File: src/hdl/rgb_to_ansi_ascii_art_encoder_top_defines.svh
// assertion macros for the rgb to ansi ascii art encoder
`ifndef RGB_TO_ANSI_ASCII_ART_ENCODER_TOP_DEFINES_SVH
`define RGB_TO_ANSI_ASCII_ART_ENCODER_TOP_DEFINES_SVH

`ifndef SYNTHESIS
`define RTAA_ASSERT(lbl, prop, msg) \
  lbl: assert property (@(posedge clk_i) disable iff (!rst_ni) prop) else $error(msg);
`define RTAA_ASSERT_IMP(lbl, ante, cons, msg) \
  lbl: assert property (@(posedge clk_i) disable iff (!rst_ni) (ante) |-> (cons)) else $error(msg);
`else
`define RTAA_ASSERT(lbl, prop, msg)
`define RTAA_ASSERT_IMP(lbl, ante, cons, msg)
`endif

`endif

File: src/hdl/rtaa_pkg.sv
// shared types, constants and functions of the rgb to ansi ascii art encoder
package rtaa_pkg;

  localparam int unsigned MaxColumns = 512;
  localparam int unsigned MaxRows    = 256;

  localparam int unsigned CfgIdxW  = 2;
  localparam int unsigned CfgDataW = 10;
  localparam int unsigned ColsW    = 10;
  localparam int unsigned RowsW    = 9;

  localparam logic [CfgIdxW-1:0] CFG_COLUMNS = 2'd0;
  localparam logic [CfgIdxW-1:0] CFG_ROWS    = 2'd1;

  localparam int unsigned NumSlots = 28;
  localparam int unsigned SlotW    = 5;
  localparam int unsigned QDepth   = 4;
  localparam int unsigned QPtrW    = 2;
  localparam int unsigned SumW     = 18;

  // byte slots of one pixel, in output order
  localparam logic [SlotW-1:0] SL_HOME    = 5'd0;
  localparam logic [SlotW-1:0] SL_SGR     = 5'd3;
  localparam logic [SlotW-1:0] SL_RED     = 5'd10;
  localparam logic [SlotW-1:0] SL_SEP_G   = 5'd13;
  localparam logic [SlotW-1:0] SL_GREEN   = 5'd14;
  localparam logic [SlotW-1:0] SL_SEP_B   = 5'd17;
  localparam logic [SlotW-1:0] SL_BLUE    = 5'd18;
  localparam logic [SlotW-1:0] SL_SGR_END = 5'd21;
  localparam logic [SlotW-1:0] SL_GLYPH   = 5'd22;
  localparam logic [SlotW-1:0] SL_NEWLINE = 5'd23;
  localparam logic [SlotW-1:0] SL_RESET   = 5'd24;

  localparam logic [7:0] CH_ESC  = 8'h1B;
  localparam logic [7:0] CH_LBR  = 8'h5B;
  localparam logic [7:0] CH_SEMI = 8'h3B;
  localparam logic [7:0] CH_M    = 8'h6D;
  localparam logic [7:0] CH_NL   = 8'h0A;
  localparam logic [7:0] CH_ZERO = 8'h30;

  localparam logic [7:0] HOME_SEQ [3]  = '{CH_ESC, CH_LBR, 8'h48};
  localparam logic [7:0] SGR_SEQ [7]   = '{CH_ESC, CH_LBR, 8'h33, 8'h38, CH_SEMI, 8'h32, CH_SEMI};
  localparam logic [7:0] RESET_SEQ [4] = '{CH_ESC, CH_LBR, CH_ZERO, CH_M};

  localparam logic [7:0] RAMP [10] = '{8'h20, 8'h2E, 8'h3A, 8'h2D, 8'h3D,
                                       8'h2B, 8'h2A, 8'h23, 8'h25, 8'h40};

  // weighted sum at which each ramp step begins: 1000 * ceil(255 * k / 9)
  localparam logic [SumW-1:0] LUMA_STEP [9] = '{18'd29000, 18'd57000, 18'd85000,
                                                18'd114000, 18'd142000, 18'd170000,
                                                18'd199000, 18'd227000, 18'd255000};

  typedef struct packed {
    logic [7:0] red;
    logic [7:0] green;
    logic [7:0] blue;
  } pixel_t;

  typedef struct packed {
    logic [7:0] out_byte;
    logic       last;
  } byte_item_t;

  typedef struct packed {
    logic [3:0] hund;
    logic [3:0] tens;
    logic [3:0] ones;
  } dec_t;

  typedef struct packed {
    dec_t       red;
    dec_t       green;
    dec_t       blue;
    logic [7:0] glyph;
  } emit_data_t;

  typedef struct packed {
    logic [NumSlots-1:0] mask;
    emit_data_t          data;
  } desc_t;

  function automatic dec_t to_dec(input logic [7:0] v);
    dec_t       d;
    logic [7:0] rem;
    d = '0;
    if (v >= 8'd200) begin
      d.hund = 4'd2;
      rem    = v - 8'd200;
    end else if (v >= 8'd100) begin
      d.hund = 4'd1;
      rem    = v - 8'd100;
    end else begin
      rem = v;
    end
    for (int k = 1; k < 10; k++) begin
      if (rem >= 8'(10 * k)) begin
        d.tens = 4'(k);
      end
    end
    d.ones = 4'(rem - (8'(d.tens) * 8'd10));
    return d;
  endfunction

  function automatic logic [7:0] glyph_of(input logic [SumW-1:0] sum);
    logic [3:0] idx;
    idx = '0;
    for (int k = 0; k < 9; k++) begin
      if (sum >= LUMA_STEP[k]) begin
        idx = 4'(k + 1);
      end
    end
    return RAMP[idx];
  endfunction

  function automatic logic [7:0] digit_byte(input dec_t d, input logic [1:0] pos);
    logic [3:0] n;
    case (pos)
      2'd0:    n = d.hund;
      2'd1:    n = d.tens;
      default: n = d.ones;
    endcase
    return CH_ZERO + {4'h0, n};
  endfunction

  function automatic logic [7:0] slot_byte(input logic [SlotW-1:0] slot,
                                          input emit_data_t d);
    logic [7:0] b;
    if (slot < SL_SGR) begin
      b = HOME_SEQ[2'(slot - SL_HOME)];
    end else if (slot < SL_RED) begin
      b = SGR_SEQ[3'(slot - SL_SGR)];
    end else if (slot < SL_SEP_G) begin
      b = digit_byte(d.red, 2'(slot - SL_RED));
    end else if (slot == SL_SEP_G || slot == SL_SEP_B) begin
      b = CH_SEMI;
    end else if (slot < SL_SEP_B) begin
      b = digit_byte(d.green, 2'(slot - SL_GREEN));
    end else if (slot < SL_SGR_END) begin
      b = digit_byte(d.blue, 2'(slot - SL_BLUE));
    end else if (slot == SL_SGR_END) begin
      b = CH_M;
    end else if (slot == SL_GLYPH) begin
      b = d.glyph;
    end else if (slot == SL_NEWLINE) begin
      b = CH_NL;
    end else begin
      b = RESET_SEQ[2'(slot - SL_RESET)];
    end
    return b;
  endfunction

endpackage

File: src/hdl/rtaa_front.sv
// front end: takes pixels, tracks position and color, builds byte descriptors
module rtaa_front (
  input  logic                          clk_i,
  input  logic                          rst_ni,
  input  logic                          cfg_we_i,
  input  logic [rtaa_pkg::CfgIdxW-1:0]  cfg_index_i,
  input  logic [rtaa_pkg::CfgDataW-1:0] cfg_data_i,
  input  logic                          pix_valid_i,
  output logic                          pix_ready_o,
  input  rtaa_pkg::pixel_t              pix_i,
  output logic                          q_valid_o,
  input  logic                          q_ready_i,
  output rtaa_pkg::desc_t               q_desc_o
);
  import rtaa_pkg::*;

  logic [ColsW-1:0] columns_q;
  logic [RowsW-1:0] rows_q;
  logic [8:0]       col_q, col_d;
  logic [7:0]       row_q, row_d;
  pixel_t           prev_q, prev_d;

  logic             st_valid_q;
  pixel_t           st_pix_q;
  logic [SumW-1:0]  st_sum_q;
  logic             st_home_q, st_chg_q, st_row_end_q, st_frame_end_q;

  logic [ColsW-1:0] cols_eff, col_next;
  logic [RowsW-1:0] rows_eff, row_next;
  logic             accept, row_end, frame_end, home, chg;
  logic [SumW-1:0]  sum;

  assign cols_eff = (columns_q == '0) ? ColsW'(1) :
                    (columns_q > ColsW'(MaxColumns)) ? ColsW'(MaxColumns) : columns_q;
  assign rows_eff = (rows_q == '0) ? RowsW'(1) :
                    (rows_q > RowsW'(MaxRows)) ? RowsW'(MaxRows) : rows_q;

  assign col_next  = {1'b0, col_q} + ColsW'(1);
  assign row_next  = {1'b0, row_q} + RowsW'(1);
  assign row_end   = col_next >= cols_eff;
  assign frame_end = row_end && (row_next >= rows_eff);
  assign home      = (col_q == '0) && (row_q == '0);
  assign chg       = pix_i != prev_q;
  assign sum       = SumW'(pix_i.red) * SumW'(299) + SumW'(pix_i.green) * SumW'(587)
                   + SumW'(pix_i.blue) * SumW'(114);

  assign pix_ready_o = !st_valid_q || q_ready_i;
  assign accept      = pix_valid_i && pix_ready_o;

  always_comb begin
    col_d  = col_q;
    row_d  = row_q;
    prev_d = prev_q;
    if (accept) begin
      prev_d = pix_i;
      if (row_end) begin
        col_d = '0;
        row_d = frame_end ? '0 : row_next[7:0];
      end else begin
        col_d = col_next[8:0];
      end
    end
  end

  always_ff @(posedge clk_i or negedge rst_ni) begin
    if (!rst_ni) begin
      columns_q  <= ColsW'(80);
      rows_q     <= RowsW'(24);
      col_q      <= '0;
      row_q      <= '0;
      prev_q     <= '0;
      st_valid_q <= 1'b0;
    end else begin
      if (cfg_we_i && cfg_index_i == CFG_COLUMNS) begin
        columns_q <= cfg_data_i;
      end
      if (cfg_we_i && cfg_index_i == CFG_ROWS) begin
        rows_q <= cfg_data_i[RowsW-1:0];
      end
      col_q  <= col_d;
      row_q  <= row_d;
      prev_q <= prev_d;
      if (pix_ready_o) begin
        st_valid_q <= pix_valid_i;
      end
    end
  end

  always_ff @(posedge clk_i) begin
    if (accept) begin
      st_pix_q       <= pix_i;
      st_sum_q       <= sum;
      st_home_q      <= home;
      st_chg_q       <= chg;
      st_row_end_q   <= row_end;
      st_frame_end_q <= frame_end;
    end
  end

  always_comb begin
    q_desc_o.mask                   = '0;
    q_desc_o.mask[SL_HOME +: 3]     = {3{st_home_q}};
    q_desc_o.mask[SL_SGR +: 7]      = {7{st_chg_q}};
    q_desc_o.mask[SL_RED]           = st_chg_q && (st_pix_q.red >= 8'd100);
    q_desc_o.mask[SL_RED + 5'd1]    = st_chg_q && (st_pix_q.red >= 8'd10);
    q_desc_o.mask[SL_RED + 5'd2]    = st_chg_q;
    q_desc_o.mask[SL_SEP_G]         = st_chg_q;
    q_desc_o.mask[SL_GREEN]         = st_chg_q && (st_pix_q.green >= 8'd100);
    q_desc_o.mask[SL_GREEN + 5'd1]  = st_chg_q && (st_pix_q.green >= 8'd10);
    q_desc_o.mask[SL_GREEN + 5'd2]  = st_chg_q;
    q_desc_o.mask[SL_SEP_B]         = st_chg_q;
    q_desc_o.mask[SL_BLUE]          = st_chg_q && (st_pix_q.blue >= 8'd100);
    q_desc_o.mask[SL_BLUE + 5'd1]   = st_chg_q && (st_pix_q.blue >= 8'd10);
    q_desc_o.mask[SL_BLUE + 5'd2]   = st_chg_q;
    q_desc_o.mask[SL_SGR_END]       = st_chg_q;
    q_desc_o.mask[SL_GLYPH]         = 1'b1;
    q_desc_o.mask[SL_NEWLINE]       = st_row_end_q;
    q_desc_o.mask[SL_RESET +: 4]    = {4{st_frame_end_q}};
    q_desc_o.data.red               = to_dec(st_pix_q.red);
    q_desc_o.data.green             = to_dec(st_pix_q.green);
    q_desc_o.data.blue              = to_dec(st_pix_q.blue);
    q_desc_o.data.glyph             = glyph_of(st_sum_q);
  end

  assign q_valid_o = st_valid_q;

endmodule

File: src/hdl/rtaa_queue.sv
// short descriptor queue between front and back
module rtaa_queue (
  input  logic            clk_i,
  input  logic            rst_ni,
  input  logic            push_valid_i,
  output logic            push_ready_o,
  input  rtaa_pkg::desc_t push_desc_i,
  output logic            pop_valid_o,
  input  logic            pop_ready_i,
  output rtaa_pkg::desc_t pop_desc_o
);
  import rtaa_pkg::*;

  desc_t            mem_q [QDepth];
  logic [QPtrW-1:0] wr_ptr_q, rd_ptr_q;
  logic [QPtrW:0]   count_q;
  logic             push, pop;

  assign push_ready_o = count_q != (QPtrW + 1)'(QDepth);
  assign pop_valid_o  = count_q != '0;
  assign push         = push_valid_i && push_ready_o;
  assign pop          = pop_valid_o && pop_ready_i;
  assign pop_desc_o   = mem_q[rd_ptr_q];

  always_ff @(posedge clk_i) begin
    if (push) begin
      mem_q[wr_ptr_q] <= push_desc_i;
    end
  end

  always_ff @(posedge clk_i or negedge rst_ni) begin
    if (!rst_ni) begin
      wr_ptr_q <= '0;
      rd_ptr_q <= '0;
      count_q  <= '0;
    end else begin
      if (push) begin
        wr_ptr_q <= wr_ptr_q + QPtrW'(1);
      end
      if (pop) begin
        rd_ptr_q <= rd_ptr_q + QPtrW'(1);
      end
      if (push && !pop) begin
        count_q <= count_q + (QPtrW + 1)'(1);
      end else if (pop && !push) begin
        count_q <= count_q - (QPtrW + 1)'(1);
      end
    end
  end

endmodule

File: src/hdl/rtaa_back.sv
// back end: walks a descriptor's byte slots and drives the output register
`include "rgb_to_ansi_ascii_art_encoder_top_defines.svh"

module rtaa_back (
  input  logic                 clk_i,
  input  logic                 rst_ni,
  input  logic                 q_valid_i,
  output logic                 q_ready_o,
  input  rtaa_pkg::desc_t      q_desc_i,
  output logic                 out_valid_o,
  input  logic                 out_ready_i,
  output rtaa_pkg::byte_item_t out_o
);
  import rtaa_pkg::*;

  logic [NumSlots-1:0] mask_q, mask_d, mask_clr;
  emit_data_t          data_q;
  logic                out_valid_q, out_valid_d;
  byte_item_t          out_item_q, out_item_d;
  logic [SlotW-1:0]    slot;
  logic                busy, adv, last_now, pop;

  always_comb begin
    slot = '0;
    for (int i = NumSlots - 1; i >= 0; i--) begin
      if (mask_q[i]) begin
        slot = SlotW'(i);
      end
    end
  end

  assign mask_clr  = mask_q & (mask_q - NumSlots'(1));
  assign busy      = mask_q != '0;
  assign last_now  = busy && (mask_clr == '0);
  assign adv       = !out_valid_q || out_ready_i;
  assign q_ready_o = adv && (!busy || last_now);
  assign pop       = q_ready_o && q_valid_i;

  always_comb begin
    mask_d      = mask_q;
    out_valid_d = out_valid_q;
    out_item_d  = out_item_q;
    if (adv) begin
      out_valid_d = busy;
      if (busy) begin
        out_item_d.out_byte = slot_byte(slot, data_q);
        out_item_d.last     = last_now;
        mask_d              = mask_clr;
      end
    end
    if (pop) begin
      mask_d = q_desc_i.mask;
    end
  end

  always_ff @(posedge clk_i or negedge rst_ni) begin
    if (!rst_ni) begin
      mask_q      <= '0;
      out_valid_q <= 1'b0;
    end else begin
      mask_q      <= mask_d;
      out_valid_q <= out_valid_d;
    end
  end

  always_ff @(posedge clk_i) begin
    out_item_q <= out_item_d;
    if (pop) begin
      data_q <= q_desc_i.data;
    end
  end

  assign out_valid_o = out_valid_q;
  assign out_o       = out_item_q;

  `RTAA_ASSERT_IMP(a_rest_pending, out_valid_q && !out_item_q.last, mask_q != '0, "bytes of item lost")
  `RTAA_ASSERT(a_busy_emits, (busy && adv) |=> out_valid_q, "pending byte not shown")
  `RTAA_ASSERT(a_idle_after_last, (adv && last_now && !q_valid_i) |=> (mask_q == '0), "slot left after last byte")

endmodule

File: src/hdl/rgb_to_ansi_ascii_art_encoder_top.sv
// top level of the rgb to ansi ascii art encoder
//
//   channel  dir  handshake                 payload
//   pixel    in   pix_valid_i / pix_ready_o pix_i (red, green, blue)
//   bytes    out  out_valid_o / out_ready_i out_o (out_byte, last)
//   config   in   cfg_we_i                  cfg_index_i, cfg_data_i
//
// one output byte per cycle unless out_ready_i stalls it; a pixel causes 1 to 28 bytes, one per slot
// the byte sequencer in the back end sets the rate; the front end takes a pixel a cycle while the queue has room
// a pixel reaches its first byte through stage, queue, slot mask and output register
// reset restores 80 columns, 24 rows, black color memory and the top left position
// the four-entry queue lets the front keep taking pixels while the output stalls, until the queue fills
module rgb_to_ansi_ascii_art_encoder_top (
  input  logic                          clk_i,
  input  logic                          rst_ni,
  input  logic                          cfg_we_i,
  input  logic [rtaa_pkg::CfgIdxW-1:0]  cfg_index_i,
  input  logic [rtaa_pkg::CfgDataW-1:0] cfg_data_i,
  input  logic                          pix_valid_i,
  output logic                          pix_ready_o,
  input  rtaa_pkg::pixel_t              pix_i,
  output logic                          out_valid_o,
  input  logic                          out_ready_i,
  output rtaa_pkg::byte_item_t          out_o
);
  import rtaa_pkg::*;

  logic  push_valid, push_ready, pop_valid, pop_ready;
  desc_t push_desc, pop_desc;

  rtaa_front u_front (
    .clk_i       (clk_i),
    .rst_ni      (rst_ni),
    .cfg_we_i    (cfg_we_i),
    .cfg_index_i (cfg_index_i),
    .cfg_data_i  (cfg_data_i),
    .pix_valid_i (pix_valid_i),
    .pix_ready_o (pix_ready_o),
    .pix_i       (pix_i),
    .q_valid_o   (push_valid),
    .q_ready_i   (push_ready),
    .q_desc_o    (push_desc)
  );

  rtaa_queue u_queue (
    .clk_i        (clk_i),
    .rst_ni       (rst_ni),
    .push_valid_i (push_valid),
    .push_ready_o (push_ready),
    .push_desc_i  (push_desc),
    .pop_valid_o  (pop_valid),
    .pop_ready_i  (pop_ready),
    .pop_desc_o   (pop_desc)
  );

  rtaa_back u_back (
    .clk_i       (clk_i),
    .rst_ni      (rst_ni),
    .q_valid_i   (pop_valid),
    .q_ready_o   (pop_ready),
    .q_desc_i    (pop_desc),
    .out_valid_o (out_valid_o),
    .out_ready_i (out_ready_i),
    .out_o       (out_o)
  );

endmodule
File: config.mk
export PLATFORM = sky130hd
export DESIGN_NAME = rgb_to_ansi_ascii_art_encoder_top
export DESIGN_NICKNAME = d
export VERILOG_FILES = /design/src/hdl/rtaa_pkg.sv /design/src/hdl/rtaa_front.sv /design/src/hdl/rtaa_queue.sv /design/src/hdl/rtaa_back.sv /design/src/hdl/rgb_to_ansi_ascii_art_encoder_top.sv
export VERILOG_INCLUDE_DIRS = /design/src /design/src/hdl
export SDC_FILE = /design/constraint.sdc
export NUM_CORES = 1
export LEC_CHECK = 0
export BUFFER_PORTS_ARGS = -buffer_cell sky130_fd_sc_hd__buf_2
export CORE_ASPECT_RATIO = 1.2
export CORE_MARGIN = 1
export CORE_UTILIZATION = 57
export DETAILED_ROUTE_END_ITERATION = 10
export GPL_TIMING_DRIVEN = 1
export PLACE_DENSITY = 0.79
export SLEW_MARGIN = 40
export SYNTH_ARGS = -nofsm -noshare
export SYNTH_HDL_FRONTEND = slang
export SYNTH_SLANG_ARGS = --single-unit
File: constraint.sdc
create_clock -name clk_i -period 5.45 [get_ports clk_i]
set_clock_uncertainty 0.1 [all_clocks]
set_input_delay 0.2725 -clock clk_i [delete_from_list [all_inputs] [get_ports clk_i]]
set_output_delay 0.2725 -clock clk_i [all_outputs]
set_load 0.05 [all_outputs]
==> flow_metrics.env <==
export IMPL_timing_setup_tns_ns=-0.286
export IMPL_vias_per_cell=5.97
export IMPL_layout_common_cells="edfxtp_1, inv_1, nand2_1, ha_1, nor2_1"
export IMPL_wire_per_inst_um=19.2
export IMPL_setup_ws_ns=-0.147
export IMPL_finalHoldViolCount=0
export IMPL_min_period_over_period=1.03
export IMPL_syn_inst=1810
export IMPL_period_needed_ns=5.60
export IMPL_pre_cts_ws_ns=-0.739
export IMPL_final_core_util=0.648
export IMPL_yosysUniqueCellTypes=85
export IMPL_cts_sinks=376
export IMPL_final_net_count=2206
export IMPL_vias=14500
export IMPL_syn_area_sq_mm=0.0218
export IMPL_hp_class="input pin to flip-flop"
export IMPL_synth_ff_type="edfxtp_1"
export IMPL_fin_cells=2433
export IMPL_crit_family="adder cells"
export IMPL_critPathKind="input pin to flip-flop"
export IMPL_dieArea_sq_mm=0.0390
export IMPL_cts_tree="yes"
export IMPL_routed_wl_um=46600
export IMPL_first_global_vias=14800
export IMPL_cts_max_level=2
export IMPL_syn_num_nets=2085
export IMPL_clockBufferDepth=3
export IMPL_layout_commonest_cell="edfxtp_1"
export IMPL_rows=78
export IMPL_finalWeightedCongestion=0.911
export IMPL_startpoint_type="input pin"
export IMPL_die_x_um=181
export IMPL_critPathBufInv=7
export IMPL_fmax_ghz=0.179
export IMPL_io_pins=52
export IMPL_worst_path_max_delay_cell="fa_2"
export IMPL_first_iter_violations=1042
export IMPL_cts_made_buffers=38
export IMPL_dp_hpwl_um=32800
export IMPL_drc=0
export IMPL_r2r_slack_ns=0.48
export IMPL_postSynthAreaPerCell_sq_um=12.0
export IMPL_worstPathCellList="buf_6 > fa_1 > inv_1 > fa_1 > inv_1 > ha_1 > ha_2 > inv_2 > fa_2 > buf_6 > xnor2_1 > ha_2 > inv_2 > fa_1 > fa_1 > inv_1 > fa_2 > ha_4 > nor2_4 > o31ai_2 > or4_4 > a31o_4 > a21oi_2 > xnor2_1"
export IMPL_coreArea_sq_mm=0.0378
export IMPL_die_h_um=216
export IMPL_yosysSeqAreaShare=0.496
export IMPL_setup_viol=3
export IMPL_async_flop_share=0.258
export IMPL_syn2layout_area_growth_pct=12.3
export IMPL_placement_cell_area_sq_mm=0.0230
export IMPL_worst_pin_slew_ns=0.808
export IMPL_grt_overflow=0
export IMPL_grt_usage=0.243
export IMPL_port_buffers=50
export IMPL_rsz0062_at_grt="yes"
export IMPL_detail_route_antenna_nets=0
export IMPL_dr_pass1_iters=5
export IMPL_relSlewSlack=0.460
export IMPL_ir_worst_vdd_v=0.000886
export IMPL_power_leakage_uw=0.0102
export IMPL_cts_root_buf="clkbuf_16"
export IMPL_synth_edf_count=279
export IMPL_final_max_slew_violation_count=0
export IMPL_antenna_found_initial=0
export IMPL_yosys_warnings=0
export IMPL_clk_latency_ns=0.54
export IMPL_worstPathArrival_ns=5.76
export IMPL_antennaDiodeCount=0
export IMPL_ys_ff_latch=376
export IMPL_cp_common_cell="fa_1"
export IMPL_drive_above_1_share=0.163
export IMPL_status="finished with violations"
export IMPL_max_stage_delay_ns=0.54
export IMPL_violations="setup timing"
export IMPL_grt_pass1_wl_um=75200
export IMPL_cp_end_kind="flip-flop"
export IMPL_grt_max_degree=66
export IMPL_crit_fanout=3
export IMPL_drv_cap=0
export IMPL_cp_data_required_time_ns=5.62
export IMPL_dp_cells=2347
export IMPL_fin_area_sq_mm=0.0245
export IMPL_clkTransAtPathRegs_ns=0.06
export IMPL_power_density_mw_per_mm2=715
export IMPL_start_util=0.577
## stage by stage
stage | hold slack [ns] | total power (uW)
after floorplan | -0.123 | 11500
after global placement | 0.203 | 13900
after detailed placement | 0.204 | 14200
after CTS | 0.00794 | 17100
after global routing | 0.0172 | 18700
final | 0.00454 | 17500
## cells by family (layout without fill, tap and decap cells)
kind of cell             Yosys count  count (layout)  share of synthesized area
AO/OA/AOI/OAI                    324             324                     0.0974
AND/OR/NAND/NOR                  456             456                      0.101
XOR/XNOR                          87              87                     0.0349
other                              1               1                   0.000172
adder cells (fa/ha/maj)          239             239                      0.163
multiplexers                      75              75                     0.0628
flip-flops                       376             376                      0.496
buffers and inverters            252             395                     0.0446
## flip-flops by register name (all words and copies together), names as in the netlist, 2 cells and up
| signal | cells |
|---|---|
| u_front.rows_q | 9 |
| u_back.mask_q | 28 |
| u_front.columns_q | 10 |
| u_queue.wr_ptr_q | 2 |
| u_queue.rd_ptr_q | 2 |
| u_front.prev_q | 24 |
| u_front.col_q | 9 |
| u_back.data_q | 37 |
| u_queue.count_q | 3 |
| u_front.row_q | 8 |
| u_back.out_o | 8 |
| u_front.st_sum_q | 18 |
| u_queue.mem_q | 188 |
| u_front.st_pix_q | 24 |
## path summary, 6_finish.rpt
path,from,cells after the start,to
hold reg to reg,u_front.prev_q[11]$_DFFE_PN0P_,2,u_front.prev_q[11]$_DFFE_PN0P_
min in group asynchronous,rst_ni,2,u_back.mask_q[6]$_DFFE_PN0P_
hold / removal,pix_i[1],4,u_front.prev_q[1]$_DFFE_PN0P_
setup reg to reg,u_front.st_pix_q[3]$_DFFE_PP_,16,u_queue.mem_q[3][11]$_DFFE_PP_
max in group asynchronous,rst_ni,3,u_front.rows_q[4]$_DFFE_PN1P_
setup / recovery,pix_i[0],24,u_front.st_sum_q[16]$_DFFE_PP_
## per-layer routing
metal | global-route usage | vias to the layer above | part of all wire
met5 | 0 | - | 0
met2 | 0.435 | 449 | 0.51
met1 | 0.299 | 7240 | 0.40
li1 | - | 6746 | -
met4 | 0.0980 | 0 | 0.036
met3 | 0.0281 | 102 | 0.048
## cell type report
type	instances	area [sq um]
Fill cell	2712	13300
Clock buffer	44	973
Timing Repair Buffer	137	985
Clock inverter	18	141
Sequential cell	376	10800
Inverter	196	736
Multi-Input combinational cell	1182	10200
Tap cell	480	601
## worst min-delay path, cell delays in order
cell and delay (ns):
buf_6 0.09, buf_4 0.14, nand2_1 0.05, nand2_1 0.05
## Yosys cell counts, drive strengths merged (5+ instances only)
| cell type | number | share of area |
|---|---|---|
| o21bai | 8 | 0.0028 |
| and2 | 10 | 0.0029 |
| mux4 | 47 | 0.049 |
| o31a | 5 | 0.0020 |
| and3 | 14 | 0.0040 |
| dfrtp | 93 | 0.11 |
| nor4 | 14 | 0.0040 |
| nand3 | 33 | 0.0084 |
| xnor2 | 61 | 0.025 |
| a21oi | 63 | 0.014 |
| o31ai | 14 | 0.0048 |
| nand2b | 21 | 0.0060 |
| ha | 158 | 0.091 |
| buf | 17 | 0.0042 |
| a211oi | 14 | 0.0048 |
| a22o | 8 | 0.0032 |
| nor3b | 5 | 0.0017 |
| or4 | 8 | 0.0031 |
| a21boi | 11 | 0.0038 |
| inv | 193 | 0.033 |
| fa | 76 | 0.070 |
| or3 | 9 | 0.0026 |
| xor2 | 26 | 0.010 |
| o211ai | 9 | 0.0033 |
| nand4 | 16 | 0.0049 |
| o22ai | 7 | 0.0020 |
| nor2 | 99 | 0.017 |
| nor2b | 15 | 0.0043 |
| a31oi | 19 | 0.0055 |
| edfxtp | 279 | 0.38 |
| maj3 | 5 | 0.0023 |
| or2 | 7 | 0.0020 |
| clkbuf | 39 | 0.0067 |
| o21ai | 89 | 0.020 |
| o21a | 9 | 0.0031 |
| nand2 | 166 | 0.029 |
| a21o | 22 | 0.0076 |
| mux2 | 25 | 0.013 |
| nor3 | 24 | 0.0057 |
## where the power goes
part           switching [uW]  total (uW)  leakage, uW  internal (uW)
sequential                526        5020      0.00378           4490
combinational            5580       10100      0.00586           4530
clock                    1060        2390     0.000549           1330
## what timing repair did
item	in CTS	in global routing
pin swaps	17	21
setup buffers	2	5
endpoints found under the hold margin	64	1
gates resized for setup	17	26
setup endpoints to repair	2	5
hold buffers	17	1
(Power assumes the default switching activity.)
